==> src/rtl/hdmp_pkg.sv <==
// Package for the hierarchical depth max pyramid.
// Holds frame size constants, the level-1 item type and the depth maximum helper.
// No dependencies.
package hdmp_pkg;

    // Frame geometry and pyramid height.
    localparam int BASE_DIM = 64;
    localparam int LEVELS   = 3;

    // Field widths.
    localparam int DEPTH_W     = 25;
    localparam int LVL_W       = 2;
    localparam int OUT_COORD_W = 5;
    localparam int COORD_W     = $clog2(BASE_DIM);
    localparam int L1_W        = COORD_W - 1;

    // Stream widths, packed to whole bytes.
    localparam int S_TDATA_W = ((DEPTH_W + 7) / 8) * 8;
    localparam int M_FIELD_W = LVL_W + 2 * OUT_COORD_W + DEPTH_W;
    localparam int M_TDATA_W = ((M_FIELD_W + 7) / 8) * 8;

    // Queue between the front and back parts.
    localparam int QUEUE_DEPTH = 4;
    localparam int QPTR_W      = $clog2(QUEUE_DEPTH);
    localparam int QCNT_W      = $clog2(QUEUE_DEPTH + 1);

    // Level codes as they appear on the output.
    localparam logic [LVL_W-1:0] LVL_ONE = 2'd0;

    typedef logic [DEPTH_W-1:0] depth_t;

    // A completed level-1 block on its way to the back part.
    typedef struct packed {
        logic [L1_W-1:0] col;
        logic [L1_W-1:0] row;
        depth_t          depth;
    } l1_item_t;

    function automatic depth_t depth_max(input depth_t a, input depth_t b);
        return (a > b) ? a : b;
    endfunction

    // Low bits of a level coordinate, zero-extended when the level is narrow.
    function automatic logic [OUT_COORD_W-1:0] out_coord(input logic [L1_W-1:0] x);
        logic [L1_W+OUT_COORD_W-1:0] ext;
        ext = {{OUT_COORD_W{1'b0}}, x};
        return ext[OUT_COORD_W-1:0];
    endfunction

endpackage

==> src/rtl/hdmp_front.sv <==
// Front part of the depth pyramid: raster position, level-0 pairing and level-1 line store.
// Pushes each completed level-1 block into the queue. Depends on hdmp_pkg.
module hdmp_front import hdmp_pkg::*; (
    input  logic                 aclk,
    input  logic                 aresetn,
    input  logic                 s_tvalid,
    output logic                 s_tready,
    input  logic [S_TDATA_W-1:0] s_tdata,
    input  logic                 s_tuser,
    input  logic                 q_full,
    output logic                 push_valid,
    output l1_item_t             push_item
);

    logic               accept;
    logic [COORD_W-1:0] col_reg, col_next;
    logic [COORD_W-1:0] row_reg, row_next;
    logic [COORD_W-1:0] cur_col, cur_row;
    logic               last_col, last_row;
    logic [L1_W-1:0]    idx;
    depth_t             sample;
    depth_t             hold_reg;
    depth_t             pair_max, blk_max;
    depth_t             line_reg [2**L1_W];

    assign s_tready = !q_full;
    assign accept   = s_tvalid && s_tready;
    assign sample   = s_tdata[DEPTH_W-1:0];

    // Position of this sample; a frame start moves it to the origin first.
    assign cur_col  = s_tuser ? '0 : col_reg;
    assign cur_row  = s_tuser ? '0 : row_reg;
    assign last_col = (cur_col == COORD_W'(BASE_DIM - 1));
    assign last_row = (cur_row == COORD_W'(BASE_DIM - 1));

    always_comb begin
        col_next = last_col ? '0 : cur_col + 1'b1;
        row_next = cur_row;
        if (last_col) begin
            row_next = last_row ? '0 : cur_row + 1'b1;
        end
    end

    // Level-1 block maximum from the held left sample and the stored top pair.
    assign idx      = cur_col[COORD_W-1:1];
    assign pair_max = depth_max(hold_reg, sample);
    assign blk_max  = depth_max(line_reg[idx], pair_max);

    assign push_valid      = accept && cur_col[0] && cur_row[0];
    assign push_item.col   = idx;
    assign push_item.row   = cur_row[COORD_W-1:1];
    assign push_item.depth = blk_max;

    // Position counters.
    always_ff @(posedge aclk) begin
        if (!aresetn) begin
            col_reg <= '0;
            row_reg <= '0;
        end else if (accept) begin
            col_reg <= col_next;
            row_reg <= row_next;
        end
    end

    // Pair hold and line store updates.
    always_ff @(posedge aclk) begin
        if (accept) begin
            if (!cur_col[0]) begin
                hold_reg <= sample;
            end else if (!cur_row[0]) begin
                line_reg[idx] <= pair_max;
            end
        end
    end

endmodule

==> src/rtl/hdmp_queue.sv <==
// Short queue of completed level-1 blocks between the front and back parts.
// Depends on hdmp_pkg.
module hdmp_queue import hdmp_pkg::*; (
    input  logic     aclk,
    input  logic     aresetn,
    input  logic     push_valid,
    input  l1_item_t push_item,
    input  logic     pop,
    output logic     head_valid,
    output l1_item_t head_item,
    output logic     full
);

    logic [QPTR_W-1:0] wr_ptr_reg, wr_ptr_next;
    logic [QPTR_W-1:0] rd_ptr_reg, rd_ptr_next;
    logic [QCNT_W-1:0] count_reg, count_next;
    l1_item_t          slot_reg [QUEUE_DEPTH];
    logic              do_pop;

    assign head_valid = (count_reg != '0);
    assign head_item  = slot_reg[rd_ptr_reg];
    assign full       = (count_reg == QCNT_W'(QUEUE_DEPTH));
    assign do_pop     = pop && head_valid;

    // Pointer and fill count bookkeeping.
    always_comb begin
        wr_ptr_next = wr_ptr_reg;
        rd_ptr_next = rd_ptr_reg;
        count_next  = count_reg;
        if (push_valid) begin
            wr_ptr_next = (wr_ptr_reg == QPTR_W'(QUEUE_DEPTH - 1)) ? '0 : wr_ptr_reg + 1'b1;
        end
        if (do_pop) begin
            rd_ptr_next = (rd_ptr_reg == QPTR_W'(QUEUE_DEPTH - 1)) ? '0 : rd_ptr_reg + 1'b1;
        end
        if (push_valid && !do_pop) begin
            count_next = count_reg + 1'b1;
        end else if (do_pop && !push_valid) begin
            count_next = count_reg - 1'b1;
        end
    end

    always_ff @(posedge aclk) begin
        if (!aresetn) begin
            wr_ptr_reg <= '0;
            rd_ptr_reg <= '0;
            count_reg  <= '0;
        end else begin
            wr_ptr_reg <= wr_ptr_next;
            rd_ptr_reg <= rd_ptr_next;
            count_reg  <= count_next;
        end
    end

    always_ff @(posedge aclk) begin
        if (push_valid) begin
            slot_reg[wr_ptr_reg] <= push_item;
        end
    end

endmodule

==> src/rtl/hdmp_back.sv <==
// Back part of the depth pyramid: emits level-1 blocks and builds levels 2 and 3.
// Owns the upper pair holds, line stores and the output register. Depends on hdmp_pkg.
module hdmp_back import hdmp_pkg::*; (
    input  logic                 aclk,
    input  logic                 aresetn,
    input  logic                 head_valid,
    input  l1_item_t             head_item,
    output logic                 pop,
    output logic                 m_tvalid,
    input  logic                 m_tready,
    output logic [M_TDATA_W-1:0] m_tdata,
    output logic                 m_tlast
);

    // Value being worked on and its place in the pyramid.
    logic              cur_valid_reg, cur_valid_next;
    logic [LVL_W-1:0]  cur_lvl_reg, cur_lvl_next;
    logic [L1_W-1:0]   cur_col_reg, cur_col_next;
    logic [L1_W-1:0]   cur_row_reg, cur_row_next;
    depth_t            cur_val_reg, cur_val_next;

    // Output register.
    logic              out_valid_reg, out_valid_next;
    logic [LVL_W-1:0]  out_lvl_reg;
    logic [L1_W-1:0]   out_col_reg, out_row_reg;
    depth_t            out_val_reg;
    logic              out_last_reg;

    // Level 2 and level 3 state.
    depth_t            hold2_reg, hold3_reg;
    depth_t            line2_reg [2**(L1_W-1)];
    depth_t            line3_reg [2**(L1_W-2)];

    logic              out_free, emit, has_next, completes, last;
    logic [L1_W-2:0]   idx2;
    logic [L1_W-3:0]   idx3;
    depth_t            hold_sel, line_sel, pair_max, blk_max;

    assign out_free  = !out_valid_reg || m_tready;
    assign emit      = out_free && cur_valid_reg;
    assign has_next  = (cur_lvl_reg < LVL_W'(LEVELS - 1));
    assign completes = has_next && cur_col_reg[0] && cur_row_reg[0];
    assign last      = !completes;

    // Next-level step for the value being emitted.
    assign idx2     = cur_col_reg[L1_W-1:1];
    assign idx3     = cur_col_reg[L1_W-2:1];
    assign hold_sel = (cur_lvl_reg == LVL_ONE) ? hold2_reg : hold3_reg;
    assign line_sel = (cur_lvl_reg == LVL_ONE) ? line2_reg[idx2] : line3_reg[idx3];
    assign pair_max = depth_max(hold_sel, cur_val_reg);
    assign blk_max  = depth_max(line_sel, pair_max);

    // Take a new level-1 block when idle or when the current run is done.
    assign pop = head_valid && (!cur_valid_reg || (emit && last));

    always_comb begin
        cur_valid_next = cur_valid_reg;
        cur_lvl_next   = cur_lvl_reg;
        cur_col_next   = cur_col_reg;
        cur_row_next   = cur_row_reg;
        cur_val_next   = cur_val_reg;
        if (emit && completes) begin
            cur_lvl_next = cur_lvl_reg + 1'b1;
            cur_col_next = cur_col_reg >> 1;
            cur_row_next = cur_row_reg >> 1;
            cur_val_next = blk_max;
        end else if (pop) begin
            cur_valid_next = 1'b1;
            cur_lvl_next   = LVL_ONE;
            cur_col_next   = head_item.col;
            cur_row_next   = head_item.row;
            cur_val_next   = head_item.depth;
        end else if (emit) begin
            cur_valid_next = 1'b0;
        end
    end

    always_comb begin
        out_valid_next = out_valid_reg;
        if (out_free) begin
            out_valid_next = cur_valid_reg;
        end
    end

    // Control registers.
    always_ff @(posedge aclk) begin
        if (!aresetn) begin
            cur_valid_reg <= 1'b0;
            out_valid_reg <= 1'b0;
        end else begin
            cur_valid_reg <= cur_valid_next;
            out_valid_reg <= out_valid_next;
        end
    end

    // Payload of the working value and the output register.
    always_ff @(posedge aclk) begin
        cur_lvl_reg <= cur_lvl_next;
        cur_col_reg <= cur_col_next;
        cur_row_reg <= cur_row_next;
        cur_val_reg <= cur_val_next;
        if (emit) begin
            out_lvl_reg  <= cur_lvl_reg;
            out_col_reg  <= cur_col_reg;
            out_row_reg  <= cur_row_reg;
            out_val_reg  <= cur_val_reg;
            out_last_reg <= last;
        end
    end

    // Left values and top pairs of pending upper-level blocks.
    always_ff @(posedge aclk) begin
        if (emit && has_next) begin
            if (!cur_col_reg[0]) begin
                if (cur_lvl_reg == LVL_ONE) begin
                    hold2_reg <= cur_val_reg;
                end else begin
                    hold3_reg <= cur_val_reg;
                end
            end else if (!cur_row_reg[0]) begin
                if (cur_lvl_reg == LVL_ONE) begin
                    line2_reg[idx2] <= pair_max;
                end else begin
                    line3_reg[idx3] <= pair_max;
                end
            end
        end
    end

    assign m_tvalid = out_valid_reg;
    assign m_tlast  = out_last_reg;
    assign m_tdata  = {{(M_TDATA_W - M_FIELD_W){1'b0}}, out_val_reg,
                       out_coord(out_row_reg), out_coord(out_col_reg), out_lvl_reg};

endmodule

==> src/rtl/hierarchical_depth_max_pyramid.sv <==
// Top level of the hierarchical depth max pyramid.
// Instantiates hdmp_front, hdmp_queue and hdmp_back. Depends on hdmp_pkg.
//
// Usage:
// The slave stream carries level-0 depth samples of a square frame in raster
// order, one sample per transfer. tuser set on a transfer moves the position to
// the frame origin before that sample; otherwise the position wraps at frame end.
// The master stream carries one transfer per completed 2x2 block at levels 1 to 3,
// in completion order: a level-1 value, then any level-2 and level-3 values that it
// completes. tlast marks the final transfer caused by one input sample.
// Each level-1 result passes the queue, the working register and the output register.
// The input side takes one sample per cycle while the queue is not full; the output
// side gives at most one result per cycle, set by the single output register, and a
// burst of up to three results is absorbed by the 4-entry queue of level-1 blocks
// between the front and back parts. Reset returns the position to the origin and
// empties the queue and output register; the depth stores need no clearing. When the
// receiver stalls, the queue fills and tready drops; no transfer is lost.
module hierarchical_depth_max_pyramid import hdmp_pkg::*; (
    input  logic                 aclk,
    input  logic                 aresetn,
    input  logic                 s_tvalid,
    output logic                 s_tready,
    input  logic [S_TDATA_W-1:0] s_tdata,   // [24:0] depth_sample, rest zero
    input  logic                 s_tuser,   // [0] frame_start
    output logic                 m_tvalid,
    input  logic                 m_tready,
    output logic [M_TDATA_W-1:0] m_tdata,   // [1:0] pyramid_level, [6:2] out_col,
                                            // [11:7] out_row, [36:12] max_depth
    output logic                 m_tlast    // last_of_run
);

    logic     q_full;
    logic     push_valid;
    l1_item_t push_item;
    logic     pop;
    logic     head_valid;
    l1_item_t head_item;

    hdmp_front u_front (
        .aclk       (aclk),
        .aresetn    (aresetn),
        .s_tvalid   (s_tvalid),
        .s_tready   (s_tready),
        .s_tdata    (s_tdata),
        .s_tuser    (s_tuser),
        .q_full     (q_full),
        .push_valid (push_valid),
        .push_item  (push_item)
    );

    hdmp_queue u_queue (
        .aclk       (aclk),
        .aresetn    (aresetn),
        .push_valid (push_valid),
        .push_item  (push_item),
        .pop        (pop),
        .head_valid (head_valid),
        .head_item  (head_item),
        .full       (q_full)
    );

    hdmp_back u_back (
        .aclk       (aclk),
        .aresetn    (aresetn),
        .head_valid (head_valid),
        .head_item  (head_item),
        .pop        (pop),
        .m_tvalid   (m_tvalid),
        .m_tready   (m_tready),
        .m_tdata    (m_tdata),
        .m_tlast    (m_tlast)
    );

endmodule

==> config.mk <==
export PLATFORM = sky130hd
export DESIGN_NAME = hierarchical_depth_max_pyramid
export DESIGN_NICKNAME = d
export VERILOG_FILES = /design/src/rtl/hdmp_pkg.sv /design/src/rtl/hdmp_front.sv /design/src/rtl/hdmp_queue.sv /design/src/rtl/hdmp_back.sv /design/src/rtl/hierarchical_depth_max_pyramid.sv
export SDC_FILE = /design/constraint.sdc
export NUM_CORES = 2
export LEC_CHECK = 0
export ABC_AREA = 1
export BUFFER_PORTS_ARGS = -buffer_cell sky130_fd_sc_hd__buf_2
export CORE_MARGIN = 5
export CORE_UTILIZATION = 40
export CTS_BUF_LIST = sky130_fd_sc_hd__clkbuf_8
export DETAILED_ROUTE_END_ITERATION = 10
export PLACE_DENSITY = 0.63
export RECOVER_POWER = 100
export SYNTH_ARGS = -nofsm -noshare
export SYNTH_HDL_FRONTEND = slang
export SYNTH_HIERARCHICAL = 1
export SYNTH_SLANG_ARGS = --single-unit
==> constraint.sdc <==
create_clock -name aclk -period 5.9 [get_ports aclk]
set_clock_uncertainty 0.1 [all_clocks]
set_input_delay 1.18 -clock aclk [delete_from_list [all_inputs] [get_ports aclk]]
set_output_delay 1.18 -clock aclk [all_outputs]
set_load 0.005 [all_outputs]
==> run metrics <==
outcome=finished with violations; failing checks=max-capacitance violations, max-slew violations; Worst-path clk slew=around 0.07 ns; Post-route DRC=0; most numerous cell in the Yosys netlist=nand2_1; CP endpoint kind=flip-flop; Layout Utilization=about 45%; Yosys top cell by area=edfxtp_1; worst min-delay path class=primary input to flip-flop; max cap viols=56; largest net degree at the start of global routing=129; first-pass GRT wire length=approximately 280000 um; Yosys cell types=41; Final Cycle Share=~94%; RSZ-0062 raised after global routing=false; Root Buffer=clkbuf_8; Post-synth EDFFs=1688; crit-path max FO=15; most frequent cells after synthesis=2665 x nand2_1, 1688 x edfxtp_1, 447 x nor2_1; fin. max-slew vios=around 1300; share of cells above drive strength 1=7.098%; Fin. Hold Viols=0; Buffers on Ports=69; TritonCTS clock tree=done; ratio of total power to cell area=302.5 nW/um2; Fmax achieved=180.5 MHz; Final min period=5.541 ns; Avg Vias per Cell=5.166; setup TNS=0 ns; vias in the first global route=about 45000; Synth Register Bits=around 1700; CTS resizes=0; synthesized area per cell=11.39 um2; placed inst area=75360 um2; Max Root-Sink Buffers=4; DR WL/cell=20.66 um; Cell Rows=about 150; startpoint types=primary input; DR vias=about 47000; fillers=16220; share of the synthesized area in the top cell type=71.25%; clock sink count=1716; Initial Utilization=40.31%; Pleak=29.63 nW; DRT Wirelength=186400 um; final instance area=~80000 um2; total setup buffers inserted after CTS=0; GPL Wtd Cong=0.8458; Worst-Skew Late Latency=between 0.9 and 1 ns; aggregate global routing overflow=0; die area=186400 um2; dpl hpwl=109700 um; area of the core=176500 um2; Pre-Repair DR Iteration Count=6; DRT iter0 DRCs=4118; Yosys warning count=6; Worst Path Arrival=a little over 6 ns; Peak VDD IR=~0.00025 V; Synth area leaders=edfxtp_1 71%, nand2_1 14%, nor2_1 2.4%, ha_1 1.9%, nand4_1 1.9%; asr flop ratio synth=0%; worst hold slack=0.3017 ns; Seq/Total Area, Yosys=72.03%; initial antenna violation count=3; predominant post-synthesis flop cell=edfxtp_1; critical path type=primary input to flip-flop; Die Y=431.7 um; worst-margin pin slew=2.626 ns; Die Span X=431.7 um; Slew headroom=-75.09%; Final setup viols=0; Final ANT Viol Nets=0; total number of H-tree levels=5; hold buffer count at CTS=0; Largest register FFs=800; Area growth syn-to-layout=11.29%; total power=23.95 mW; TritonCTS buffer count=between 200 and 300; gr usage total=between 10% and 20%; mapped cell area=71150 um2; # nets final=~6700; WP data required=6.41 ns; io pins=80; Cells after Synth=6244
-- cells by family (layout without fill, tap and decap cells) --
family | after synthesis | in the layout | share of synthesized area [%]
fa+ha+maj | 110 | 110 | 1.945
compound gates | 364 | 364 | 2.828
simple gates | 3528 | 3528 | 19.88
flops | 1716 | 1716 | 72.03
xor+xnor | 4 | 4 | 0.04924
other cells | 1 | 8 | 0.005271
buf+inv | 521 | 953 | 3.262
-- cell type report --
type	count	area, um2	share of cell area, %
antenna	5	12.51	0.01580
clock buffer	296	4074	5.145
clock inverter	154	685.7	0.8660
inverter	240	914.6	1.155
multi-input combinational	4009	17710	22.36
sequential	1716	51250	64.73
tap	2340	2928	3.698
timing repair buffer	263	1604	2.026
-- final timing paths --
path	from	to	slack, ns	cells after the start
setup / recovery	s_tuser	u_front/line_reg[27][10]	0.36	8
hold / removal	s_tdata[4]	u_front/hold_reg[4]	0.30	1
setup reg to reg	u_back/cur_lvl_reg[0]	u_back/cur_val_reg[14]	0.43	30
hold reg to reg	u_front/row_reg[1]	u_front/row_reg[1]	0.38	2
-- metrics by stage --
| stage | instances | setup WS [ns] |
|---|---|---|
| 2_1_floorplan | 6246 | 0.3702 |
| 3_3_place_gp | 8568 | 0.4080 |
| 3_5_place_dp | 8568 | 0.4041 |
| 4_1_cts | 9018 | 0.4810 |
| 5_1_grt | 9021 | 0.02098 |
| 6_report | 9023 | 0.3588 |
-- worst max-delay path, stage by stage --
cell and delay, ns:
clkbuf_1 0.31, nor2_1 0.72, nand2_1 0.25, nor2_1 0.84, buf_4 0.44, inv_1 0.19, nor2_1 1.36, clkbuf_2 0.73
-- routing by layer --
metal	up-vias	part of all wire (%)	global-route usage, %
li1	21860	-	-
met1	22730	42	26.15
met2	1654	48	32.56
met3	370	6.6	3.005
met4	0	3.6	7.665
met5	-	0	0
-- power by group --
part	total [mW]	switching, mW	internal [mW]
clock network	9.17	4.46	4.71
logic	1.18	0.936	0.247
registers	13.6	0.0289	13.6
-- cells in the final DEF, fill, tap and decap left out, types with 10 or more instances in the layout --
cell      instances
clkbuf_8        296
o211ai_1         50
buf_12           22
o21ai_0         173
clkbuf_1        158
nor2_4           18
clkinv_1         39
nand3_1         150
nor2_1          431
buf_4            61
nor2_2           10
clkinv_2         12
o22ai_1          35
buf_2            15
dfxtp_1          25
edfxtp_1       1688
nand4_1         211
nor3_1           16
a21oi_1          51
ha_1            108
inv_1           326
nand2_1        2666
o21ai_1          47
Note: power is estimated with default switching activity, not from simulation.
